### src/design/lrps_pkg.sv
`timescale 1ns / 1ps

package lrps_pkg;

    // Fixed field widths
    localparam int COORD_W = 10;
    localparam int CLIP_W  = 11;

    typedef logic [COORD_W-1:0] t_coord;
    typedef logic [CLIP_W-1:0]  t_clip;

    // Opcodes
    localparam logic OP_LOAD    = 1'b0;
    localparam logic OP_ADVANCE = 1'b1;

    // Configuration register indexes
    localparam logic CFG_CLIP_X = 1'b0;
    localparam logic CFG_CLIP_Y = 1'b1;

    localparam t_clip CLIP_RESET = t_clip'(600);

    // Input beat
    typedef struct packed {
        logic   opcode;
        t_coord x_start;
        t_coord y_start;
        t_coord x_end;
        t_coord y_end;
    } t_item;

    // Result beat
    typedef struct packed {
        t_coord pixel_x;
        t_coord pixel_y;
        logic   visible;
        logic   last;
    } t_pixel;

    // Classified command handed from the front to the back
    typedef struct packed {
        logic   is_load;
        logic   x_is_major;
        t_coord major_start;
        t_coord major_final;
        t_coord minor_start;
        logic   minor_dec;
        t_coord minor_span;
        t_coord major_span;
    } t_cmd;

endpackage

### src/design/lrps_front.sv
`timescale 1ns / 1ps

module lrps_front (
    input  lrps_pkg::t_item i_item,
    output lrps_pkg::t_cmd  o_cmd
);
    import lrps_pkg::*;

    t_coord dx;
    t_coord dy;
    logic   x_major;
    t_coord ma0;
    t_coord ma1;
    t_coord mi0;
    t_coord mi1;
    t_coord ma_lo;
    t_coord ma_hi;
    t_coord mi_lo;
    t_coord mi_hi;
    logic   dec;

    // Spans on each axis and pick of the major axis (ties go to y)
    always_comb begin
        dx = (i_item.x_start > i_item.x_end) ? i_item.x_start - i_item.x_end
                                             : i_item.x_end - i_item.x_start;
        dy = (i_item.y_start > i_item.y_end) ? i_item.y_start - i_item.y_end
                                             : i_item.y_end - i_item.y_start;
        x_major = dx > dy;
    end

    // Order endpoints so the major coordinate increases
    always_comb begin
        if (x_major) begin
            ma0 = i_item.x_start;
            ma1 = i_item.x_end;
            mi0 = i_item.y_start;
            mi1 = i_item.y_end;
        end else begin
            ma0 = i_item.y_start;
            ma1 = i_item.y_end;
            mi0 = i_item.x_start;
            mi1 = i_item.x_end;
        end
        if (ma0 > ma1) begin
            ma_lo = ma1;
            ma_hi = ma0;
            mi_lo = mi1;
            mi_hi = mi0;
        end else begin
            ma_lo = ma0;
            ma_hi = ma1;
            mi_lo = mi0;
            mi_hi = mi1;
        end
        dec = mi_hi < mi_lo;
    end

    always_comb begin
        o_cmd.is_load     = (i_item.opcode == OP_LOAD);
        o_cmd.x_is_major  = x_major;
        o_cmd.major_start = ma_lo;
        o_cmd.major_final = ma_hi;
        o_cmd.minor_start = mi_lo;
        o_cmd.minor_dec   = dec;
        o_cmd.minor_span  = dec ? mi_lo - mi_hi : mi_hi - mi_lo;
        o_cmd.major_span  = ma_hi - ma_lo;
    end

endmodule

### src/design/lrps_cmd_fifo.sv
`timescale 1ns / 1ps

module lrps_cmd_fifo #(
    parameter int DEPTH = 4
) (
    input  logic           i_clk,
    input  logic           i_rst_n,
    input  logic           i_wr,
    input  lrps_pkg::t_cmd i_data,
    output logic           o_full,
    input  logic           i_rd,
    output logic           o_valid,
    output lrps_pkg::t_cmd o_data
);
    import lrps_pkg::*;

    localparam int PW = (DEPTH > 1) ? $clog2(DEPTH) : 1;
    localparam int CW = $clog2(DEPTH + 1);

    t_cmd          r_mem [DEPTH];
    logic [PW-1:0] r_wr_ptr;
    logic [PW-1:0] r_rd_ptr;
    logic [CW-1:0] r_count;
    logic [PW-1:0] n_wr_ptr;
    logic [PW-1:0] n_rd_ptr;
    logic [CW-1:0] n_count;
    logic          do_wr;
    logic          do_rd;

    assign o_full  = (r_count == CW'(DEPTH));
    assign o_valid = (r_count != '0);
    assign o_data  = r_mem[r_rd_ptr];
    assign do_wr   = i_wr && !o_full;
    assign do_rd   = i_rd && o_valid;

    // Pointer and count update
    always_comb begin
        n_wr_ptr = r_wr_ptr;
        n_rd_ptr = r_rd_ptr;
        n_count  = r_count;
        if (do_wr) begin
            n_wr_ptr = (r_wr_ptr == PW'(DEPTH - 1)) ? '0 : r_wr_ptr + 1'b1;
        end
        if (do_rd) begin
            n_rd_ptr = (r_rd_ptr == PW'(DEPTH - 1)) ? '0 : r_rd_ptr + 1'b1;
        end
        if (do_wr && !do_rd) begin
            n_count = r_count + 1'b1;
        end else if (do_rd && !do_wr) begin
            n_count = r_count - 1'b1;
        end
    end

    always_ff @(posedge i_clk) begin
        if (!i_rst_n) begin
            r_wr_ptr <= '0;
            r_rd_ptr <= '0;
            r_count  <= '0;
        end else begin
            r_wr_ptr <= n_wr_ptr;
            r_rd_ptr <= n_rd_ptr;
            r_count  <= n_count;
        end
    end

    // Storage
    always_ff @(posedge i_clk) begin
        if (do_wr) begin
            r_mem[r_wr_ptr] <= i_data;
        end
    end

endmodule

### src/design/lrps_back.sv
`timescale 1ns / 1ps

module lrps_back (
    input  logic             i_clk,
    input  logic             i_rst_n,
    input  logic             i_cfg_we,
    input  logic             i_cfg_idx,
    input  lrps_pkg::t_clip  i_cfg_data,
    input  logic             i_cmd_valid,
    input  lrps_pkg::t_cmd   i_cmd,
    output logic             o_cmd_take,
    output logic             o_out_valid,
    output lrps_pkg::t_pixel o_out,
    input  logic             i_out_pop
);
    import lrps_pkg::*;

    // Clip limits
    t_clip  r_clip_x;
    t_clip  r_clip_y;

    // Line state
    logic   r_active;
    logic   r_x_major;
    t_coord r_ma_cur;
    t_coord r_ma_fin;
    t_coord r_mi_cur;
    logic   r_mi_dec;
    t_coord r_mi_span;
    t_coord r_ma_span;
    t_coord r_err;

    // Output stage
    logic   r_out_valid;
    t_pixel r_out;

    t_coord n_ma_cur;
    t_coord n_mi_cur;
    t_coord n_err;
    logic   [COORD_W:0] err_sum;
    logic   [COORD_W:0] err_wrap;
    logic   adv_last;
    logic   fire;
    logic   emit;
    t_coord px;
    t_coord py;
    logic   last;

    assign fire       = i_cmd_valid && (!r_out_valid || i_out_pop);
    assign emit       = fire && (i_cmd.is_load || r_active);
    assign o_cmd_take = fire;

    // Next step along the line: exact error term, remainder kept in [0, major_span)
    always_comb begin
        n_ma_cur = r_ma_cur + 1'b1;
        n_mi_cur = r_mi_cur;
        err_sum  = {1'b0, r_err} + {1'b0, r_mi_span};
        err_wrap = {1'b0, r_err} + {1'b0, r_ma_span} - {1'b0, r_mi_span};
        if (r_mi_dec) begin
            if (r_err < r_mi_span) begin
                n_err    = err_wrap[COORD_W-1:0];
                n_mi_cur = r_mi_cur - 1'b1;
            end else begin
                n_err    = r_err - r_mi_span;
            end
        end else begin
            if (err_sum >= {1'b0, r_ma_span}) begin
                n_err    = err_sum[COORD_W-1:0] - r_ma_span;
                n_mi_cur = r_mi_cur + 1'b1;
            end else begin
                n_err    = err_sum[COORD_W-1:0];
            end
        end
        adv_last = (n_ma_cur == r_ma_fin);
    end

    // Pixel for this beat: first pixel on load, next one on advance
    always_comb begin
        if (i_cmd.is_load) begin
            px   = i_cmd.x_is_major ? i_cmd.major_start : i_cmd.minor_start;
            py   = i_cmd.x_is_major ? i_cmd.minor_start : i_cmd.major_start;
            last = (i_cmd.major_span == '0);
        end else begin
            px   = r_x_major ? n_ma_cur : n_mi_cur;
            py   = r_x_major ? n_mi_cur : n_ma_cur;
            last = adv_last;
        end
    end

    // Control state and configuration
    always_ff @(posedge i_clk) begin
        if (!i_rst_n) begin
            r_clip_x    <= CLIP_RESET;
            r_clip_y    <= CLIP_RESET;
            r_active    <= 1'b0;
            r_out_valid <= 1'b0;
        end else begin
            if (i_cfg_we) begin
                case (i_cfg_idx)
                    CFG_CLIP_X: r_clip_x <= i_cfg_data;
                    CFG_CLIP_Y: r_clip_y <= i_cfg_data;
                    default:    r_clip_x <= r_clip_x;
                endcase
            end
            if (emit) begin
                r_out_valid <= 1'b1;
                r_active    <= !last;
            end else if (i_out_pop) begin
                r_out_valid <= 1'b0;
            end
        end
    end

    // Line payload registers
    always_ff @(posedge i_clk) begin
        if (fire && i_cmd.is_load) begin
            r_x_major <= i_cmd.x_is_major;
            r_ma_cur  <= i_cmd.major_start;
            r_ma_fin  <= i_cmd.major_final;
            r_mi_cur  <= i_cmd.minor_start;
            r_mi_dec  <= i_cmd.minor_dec;
            r_mi_span <= i_cmd.minor_span;
            r_ma_span <= i_cmd.major_span;
            r_err     <= '0;
        end else if (emit) begin
            r_ma_cur  <= n_ma_cur;
            r_mi_cur  <= n_mi_cur;
            r_err     <= n_err;
        end
    end

    // Result register
    always_ff @(posedge i_clk) begin
        if (emit) begin
            r_out.pixel_x <= px;
            r_out.pixel_y <= py;
            r_out.visible <= (px != '0) && (py != '0) &&
                             ({1'b0, px} < r_clip_x) && ({1'b0, py} < r_clip_y);
            r_out.last    <= last;
        end
    end

    assign o_out_valid = r_out_valid;
    assign o_out       = r_out;

endmodule

### src/design/line_rasterizer_pixel_stepper.sv
`timescale 1ns / 1ps
// Each item is queued, then its pixel is held in the result register until popped.
// Throughput: one item per cycle while results are popped; one add and compare per pixel.
// An advance with no active line is taken and yields no pixel.
// Reset (synchronous, active low) empties the command queue and the result
// register, drops any active line and sets both clip limits to 600.
module line_rasterizer_pixel_stepper #(
    parameter int CMD_DEPTH = 4
) (
    input  logic             i_clk,
    input  logic             i_rst_n,
    input  logic             push,
    output logic             full,
    input  lrps_pkg::t_item  i_item,
    output logic             empty,
    input  logic             pop,
    output lrps_pkg::t_pixel o_pixel,
    input  logic             i_cfg_we,
    input  logic             i_cfg_idx,
    input  lrps_pkg::t_clip  i_cfg_data
);
    import lrps_pkg::*;

    t_cmd front_cmd;
    t_cmd q_cmd;
    logic q_valid;
    logic q_take;
    logic out_valid;

    // Front: classify and set up lines
    lrps_front u_front (
        .i_item (i_item),
        .o_cmd  (front_cmd)
    );

    // Command queue between front and back
    lrps_cmd_fifo #(
        .DEPTH (CMD_DEPTH)
    ) u_queue (
        .i_clk   (i_clk),
        .i_rst_n (i_rst_n),
        .i_wr    (push),
        .i_data  (front_cmd),
        .o_full  (full),
        .i_rd    (q_take),
        .o_valid (q_valid),
        .o_data  (q_cmd)
    );

    // Back: step along the line and hold the result
    lrps_back u_back (
        .i_clk       (i_clk),
        .i_rst_n     (i_rst_n),
        .i_cfg_we    (i_cfg_we),
        .i_cfg_idx   (i_cfg_idx),
        .i_cfg_data  (i_cfg_data),
        .i_cmd_valid (q_valid),
        .i_cmd       (q_cmd),
        .o_cmd_take  (q_take),
        .o_out_valid (out_valid),
        .o_out       (o_pixel),
        .i_out_pop   (pop)
    );

    assign empty = !out_valid;

endmodule
### config.mk
export PLATFORM = sky130hd
export DESIGN_NAME = line_rasterizer_pixel_stepper
export DESIGN_NICKNAME = d
export VERILOG_FILES = /design/src/design/lrps_pkg.sv /design/src/design/lrps_front.sv /design/src/design/lrps_cmd_fifo.sv /design/src/design/lrps_back.sv /design/src/design/line_rasterizer_pixel_stepper.sv
export SDC_FILE = /design/constraint.sdc
export NUM_CORES = 1
export LEC_CHECK = 0
export BUFFER_PORTS_ARGS = -buffer_cell sky130_fd_sc_hd__buf_4
export CAP_MARGIN = 5
export CORE_ASPECT_RATIO = 0.6
export CORE_UTILIZATION = 50
export CTS_BUF_LIST = sky130_fd_sc_hd__clkbuf_4
export CTS_CLUSTER_SIZE = 28
export DETAILED_ROUTE_END_ITERATION = 12
export GPL_ROUTABILITY_DRIVEN = 0
export HOLD_SLACK_MARGIN = 0.02
export PLACE_DENSITY = 0.69
export SETUP_SLACK_MARGIN = 0.15
export SLEW_MARGIN = 10
export SYNTH_ARGS = -nofsm -noshare
export SYNTH_HDL_FRONTEND = slang
export SYNTH_HIERARCHICAL = 1
export SYNTH_SLANG_ARGS = --single-unit
### constraint.sdc
create_clock -name i_clk -period 10.9 [get_ports i_clk]
set_input_delay 0.545 -clock i_clk [delete_from_list [all_inputs] [get_ports i_clk]]
set_output_delay 0.545 -clock i_clk [all_outputs]
set_load 0.03 [all_outputs]
# Word level (Yosys, flattened, before mapping)
# Memory sizes are Yosys's and may differ from the RTL's. A register that Yosys moved wholly into a read port is not among the register bits.
# Cells that the tools add are included.
[classes] n_bitwise=2 n_lt_le_gt_ge=9 div_mod_pow=0 n_reduce_logical=26 shift=0 multipliers=0 eq_ne=4 n_mux=38 add_sub_neg=19
[op_table] op="$mux W10" n=27
[op_table] op="$sub A10 B10 Y10" n=10
[op_table] op="$gt A10 B10 Y1" n=4
[op_table] op="$lt A10 B11 Y1" n=2
[op_table] op="$add A10 B1 Y10 const B" n=2
[op_table] op="$lt A10 B10 Y1" n=2
[op_table] op="$reduce_bool A10 Y1" n=2
[op_table] op="$add A10 B10 Y11" n=1
[op_table] op="$ge A11 B10 Y1" n=1
[op_table] op="$add A10 B10 Y10" n=1
[op_table] op="$eq A10 B10 Y1" n=1
[op_table] op="$logic_and A1 B1 Y1" n=10
[op_table] op="$logic_not A10 Y1" n=1
[op_table] op="$sub A10 B1 Y10 const B" n=1
[op_table] op="$mux W2" n=4
[op_table] op="$mux W3" n=2
[op_table] op="$reduce_bool A2 Y1" n=3
[op_table] op="$logic_not A1 Y1" n=5
[op_table] op="$mux W1" n=5
[op_table] op="$add A2 B1 Y2 const B" n=2
[op_table] op="$eq A2 B2 Y1 const B" n=2
[op_table] op="$reduce_and A2 Y1" n=2
[op_table] op="$add A3 B1 Y3 const B" n=1
[op_table] op="$eq A3 B3 Y1 const B" n=1
[op_table] op="4 further kinds" n=6
[word_totals] mem_bits_ro=0 mem_bits_rw=212 latch_bits=0 register_bits=115 inputBits=58 elab_cells=118 out_inout_bits=24 n_memories=1
[memory_table] memory="u_queue.r_mem" words=4 width=53 rd=1 rd_ports_with_merged_regs=1 wr=1 line="lrps_cmd_fifo.sv:20" source="t_cmd r_mem [DEPTH];"

# Longest topological paths before layout
[depth] ltp_word=10 ltp_mapped=55 ltp_nobuf=48

# Modules after synthesis
# The synthesis kept the hierarchy.
[by_module_without_submodules] module="lrps_cmd_fifo" area_per_inst_um2=8192.9 seq_area_each_um2=6546.3 n_inst=1 cells_each=328
[by_module_without_submodules] module="lrps_back" area_per_inst_um2=8092.8 seq_area_each_um2=2902.8 n_inst=1 cells_each=865
[by_module_without_submodules] module="lrps_front" area_per_inst_um2=4675.7 seq_area_each_um2=0.0 n_inst=1 cells_each=702
[by_module_without_submodules] module="line_rasterizer_pixel_stepper" area_per_inst_um2=3.8 seq_area_each_um2=0.0 n_inst=1 cells_each=1

# Worst setup path before layout
# No wires, ideal clock.
[synth_path] path_kind="input to register" startpoint="input port i_item[20] (netlist name)" endpoint="memory u_queue/r_mem[0][19] (netlist name), data pin" t_arrival_ns=10.309 setup_slack_ns=0.319 required_ns=10.628 stages=55 setup_time_ns=0.272 n_path_buf=10 cell_sequence="inv_1 > ha_1 > inv_1 > fa_1 > a21o_1 > a21o_1 > a21o_1 > a21o_1 > a21o_1 > a21oi_1 > o21ai_1 > clkbuf_1 > mux2_2 > a21oi_1 > o211ai_1 > a31oi_1 > xor2_1 > ha_1 > [... 19 more ...] > clkbuf_1 > nor2_1 > a211oi_1 > nor2_1 > ha_1 > clkbuf_1 > a21o_1 > a21o_1 > a21oi_1 > o21bai_1 > a21o_1 > a211oi_1 > nor2_1 > nor2_1 > mux2_2 > a21oi_1 > o21ai_1 > xor2_1"
[synth_rtl] item="start: declaration" line="line_rasterizer_pixel_stepper.sv:14" source="input lrps_pkg::t_item i_item,"
[synth_rtl] item="end: declaration" line="lrps_cmd_fifo.sv:20"

==> reports/qor.yml <==
status: "finished clean"
cts_tree: "yes"
r2r.worst_path.cells: 24
grt_pass1_wl_mm: 86.7
path_max_fanout: 32
grt_pass1_vias: 14900
mostFrequentLayoutCell: "edfxtp_1"
crit_slowest_cell: "a21oi_1"
grtUsageTotal_pct: 26.5
finalHoldViolCount: 0
fin_crit_sh_pct: 93.7
synth_fp_nets: 2114
slew_headroom_pct: 18.9
max_cap_viol_count: 0
io_buffers: 81
htreeDepth: 3
synth_top_area_share_pct: 41.0
startpoint_type: "input port"
r2r_end: "u_back/o_out[1]"
rsz0062_at_grt: "no"
routed_wirelength_mm: 56.5
start_util_pct: 51.3
final_cell_mix: "286 x edfxtp_1, 176 x nand2_1, 164 x inv_1, 141 x ha_1, 125 x a21oi_1"
ys_seq_elements: 329
die_y_um: 161
fin_cells: 2636
worstSkewPairLatency_ps: 760
final_layout_size_suffix_gt1_share_pct: 18.0
nNetsFinal: 2235
synth_mux_area_share_pct: 9.74
cts_buffer_depth: 3
cp-end-kind: "flip-flop"
synth_top_cell_by_area: "edfxtp_1"
grt_max_degree: 54
wire_per_inst_um: 21.4
antenna_found_initial: 1
worstHoldStart: "i_cfg_data[7]"
globalRouteOverflowTotal: 0
synth-edff-count: 286
coreArea_mm2: 0.0409
synthTopCellsByArea: "edfxtp_1 41%, ha_1 8.4%, mux4_2 5.4%"
viasPerCell: 5.99
synth-seq-area-share_pct: 45.1
synth-compound-area-share_pct: 14.6
io_pins: 82
vias: 15800
synth_top_family_by_area: "compound AO/OA/AOI/OAI gates"
synth-simple-area-share_pct: 11.1
min_path_cells: 3
clock.fmax_mhz: 97.9
dr.pass1.iters: 9
die_x_um: 266
ys_types: 106
place_inst: 2487
cts_root_buf: "clkbuf_4"
synth_warnings: 6
whs_endpoint: "u_back/r_clip_x[7]"
skew_ps: 64.3
rrSetupSlack_ps: 4720
clock-sinks: 329
crit_path_max_incr_delay_ps: 440
initialDrtViolationCount: 1911
worst_ep_arrival_time_ps: 10640
crit_top_cell: "a21o_1"
drc: 0
setup_viol: 0
fp-row-count: 57
hold_class: "input port to flip-flop"
path_class: "input port to flip-flop"
synthXorXnorAreaFrac_pct: 3.59
area_delta_synth_final_pct: 10.3
worst_slew_pin_slew_ps: 1220
cts_buffers: 76
post-route-min-period_ps: 10210
hpwl_mm: 42.0
required_ps: 11330
r2r_start: "u_back/r_mi_span[1]"
synthFlopType: "edfxtp_1"
async_flop_share_pct: 0
final_antenna_net_count: 0
synth_cells: 1896
netlist_area_mm2: 0.0210
synth.avg_cell_area_um2: 11.1
worstSetupStartpoint: "i_item[20]"
dieArea_mm2: 0.0428
synthAdderAreaFrac_pct: 10.4
drv_slew: 0
clk_pin_slew_worst_paths_ps: 60
stage by stage:
stage	hold WS [ps]	area [um^2]	utilization [%]	TNS, ps	setup slack [ps]
2_1_floorplan	440	21000	-	0	319
3_3_place_gp	455	22000	53.8	0	193
3_5_place_dp	458	22000	53.8	-856	-95.6
4_1_cts	20.6	23100	56.4	0	625
5_1_grt	37.7	23100	56.6	0	188
6_report	85.6	23100	56.6	0	687
worst max path at each step:
stage | end | slack, ps | cells past startpoint
after floorplan | u_queue/r_mem[0][19] | 320 | 55
after global placement | u_queue/r_mem[0][18] | 190 | 48
after detailed placement | u_queue/r_mem[1][18] | -100 | 48
after CTS | u_queue/r_mem[1][18] | 630 | 48
after global routing | u_queue/r_mem[1][18] | 190 | 49
final | u_queue/r_mem[1][18] | 690 | 46
kinds of logic after synthesis:
family                     Yosys count
AOI/OAI and AO/OA                  448
and+or+nand+nor                    486
adders and majority gates          163
DFF                                329
xor gates and xnor gates            86
muxes                              133
buffers and inverters              251
Yosys cell counts, drive strengths merged (8+ instances only):
master / instances
a211oi: 28
a21boi: 18
a21o: 58
a21oi: 131
a31oi: 15
and2: 18
and3: 21
buf: 43
clkbuf: 37
dfxtp: 43
edfxtp: 286
fa: 19
ha: 141
inv: 169
mux2: 19
mux2i: 61
mux4: 53
nand2: 178
nand2b: 12
nand3: 37
nand4: 12
nor2: 126
nor2b: 20
nor3: 18
o211ai: 32
o21ai: 72
o21bai: 13
o22ai: 8
or3: 13
xnor2: 59
xor2: 27
metal layers:
| metal | vias up | part of all wire (%) | global-route usage, % |
|---|---|---|---|
| met5 | - | 0 | 0 |
| met4 | 0 | 1.3 | 5.77 |
| met3 | 71 | 12 | 8.43 |
| met2 | 807 | 40 | 35.7 |
| met1 | 7646 | 46 | 41.0 |
| li1 | 7259 | - | - |
worst max-delay path: cells and delay by family:
family | cells | cell delay [ps]
fa+ha+maj | 5 | 1700
mux | 2 | 500
buf+inv | 6 | 1150
compound gates | 27 | 5750
simple gates | 4 | 600
xor+xnor | 2 | 370
final cells by class:
| type | instances | area, um^2 |
|---|---|---|
| diodes | 1 | 2.50 |
| well taps | 560 | 701 |
| repair buffers | 123 | 953 |
| clock buffers | 111 | 833 |
| fillers | 3508 | 17700 |
| inverters | 171 | 642 |
| flip-flops and latches | 329 | 9450 |
| multi-input cells | 1316 | 10400 |
| clock inverters | 25 | 138 |
registers in the layout, indices dropped and copies added (netlist names), named ones only:
register and count:
u_queue/r_wr_ptr 2, u_back/r_err 10, u_back/r_ma_cur 10, u_back/r_clip_y 11, u_back/r_clip_x 11, u_queue/r_mem 212
u_back/r_mi_cur 10, u_back/r_x_major 1, u_back/r_mi_span 10, u_back/r_ma_span 10, u_back/r_ma_fin 10, u_back/o_out 22
u_back/r_active 1, u_back/r_mi_dec 1, u_queue/r_rd_ptr 2, u_queue/r_count 3, u_back/o_out_valid 1
what timing repair did:
| action | 4_1_cts | 5_1_grt |
|---|---|---|
| buffers inserted | 0 | 3 |
| resized for setup | 0 | 9 |
| endpoints found under the setup margin | 0 | 36 |
| hold endpoints to repair | 14 | 0 |
| hold buffers | 9 | 0 |
Power is not shown: default switching activity piles up to over one toggle a cycle in this logic, so the estimate is an artifact.
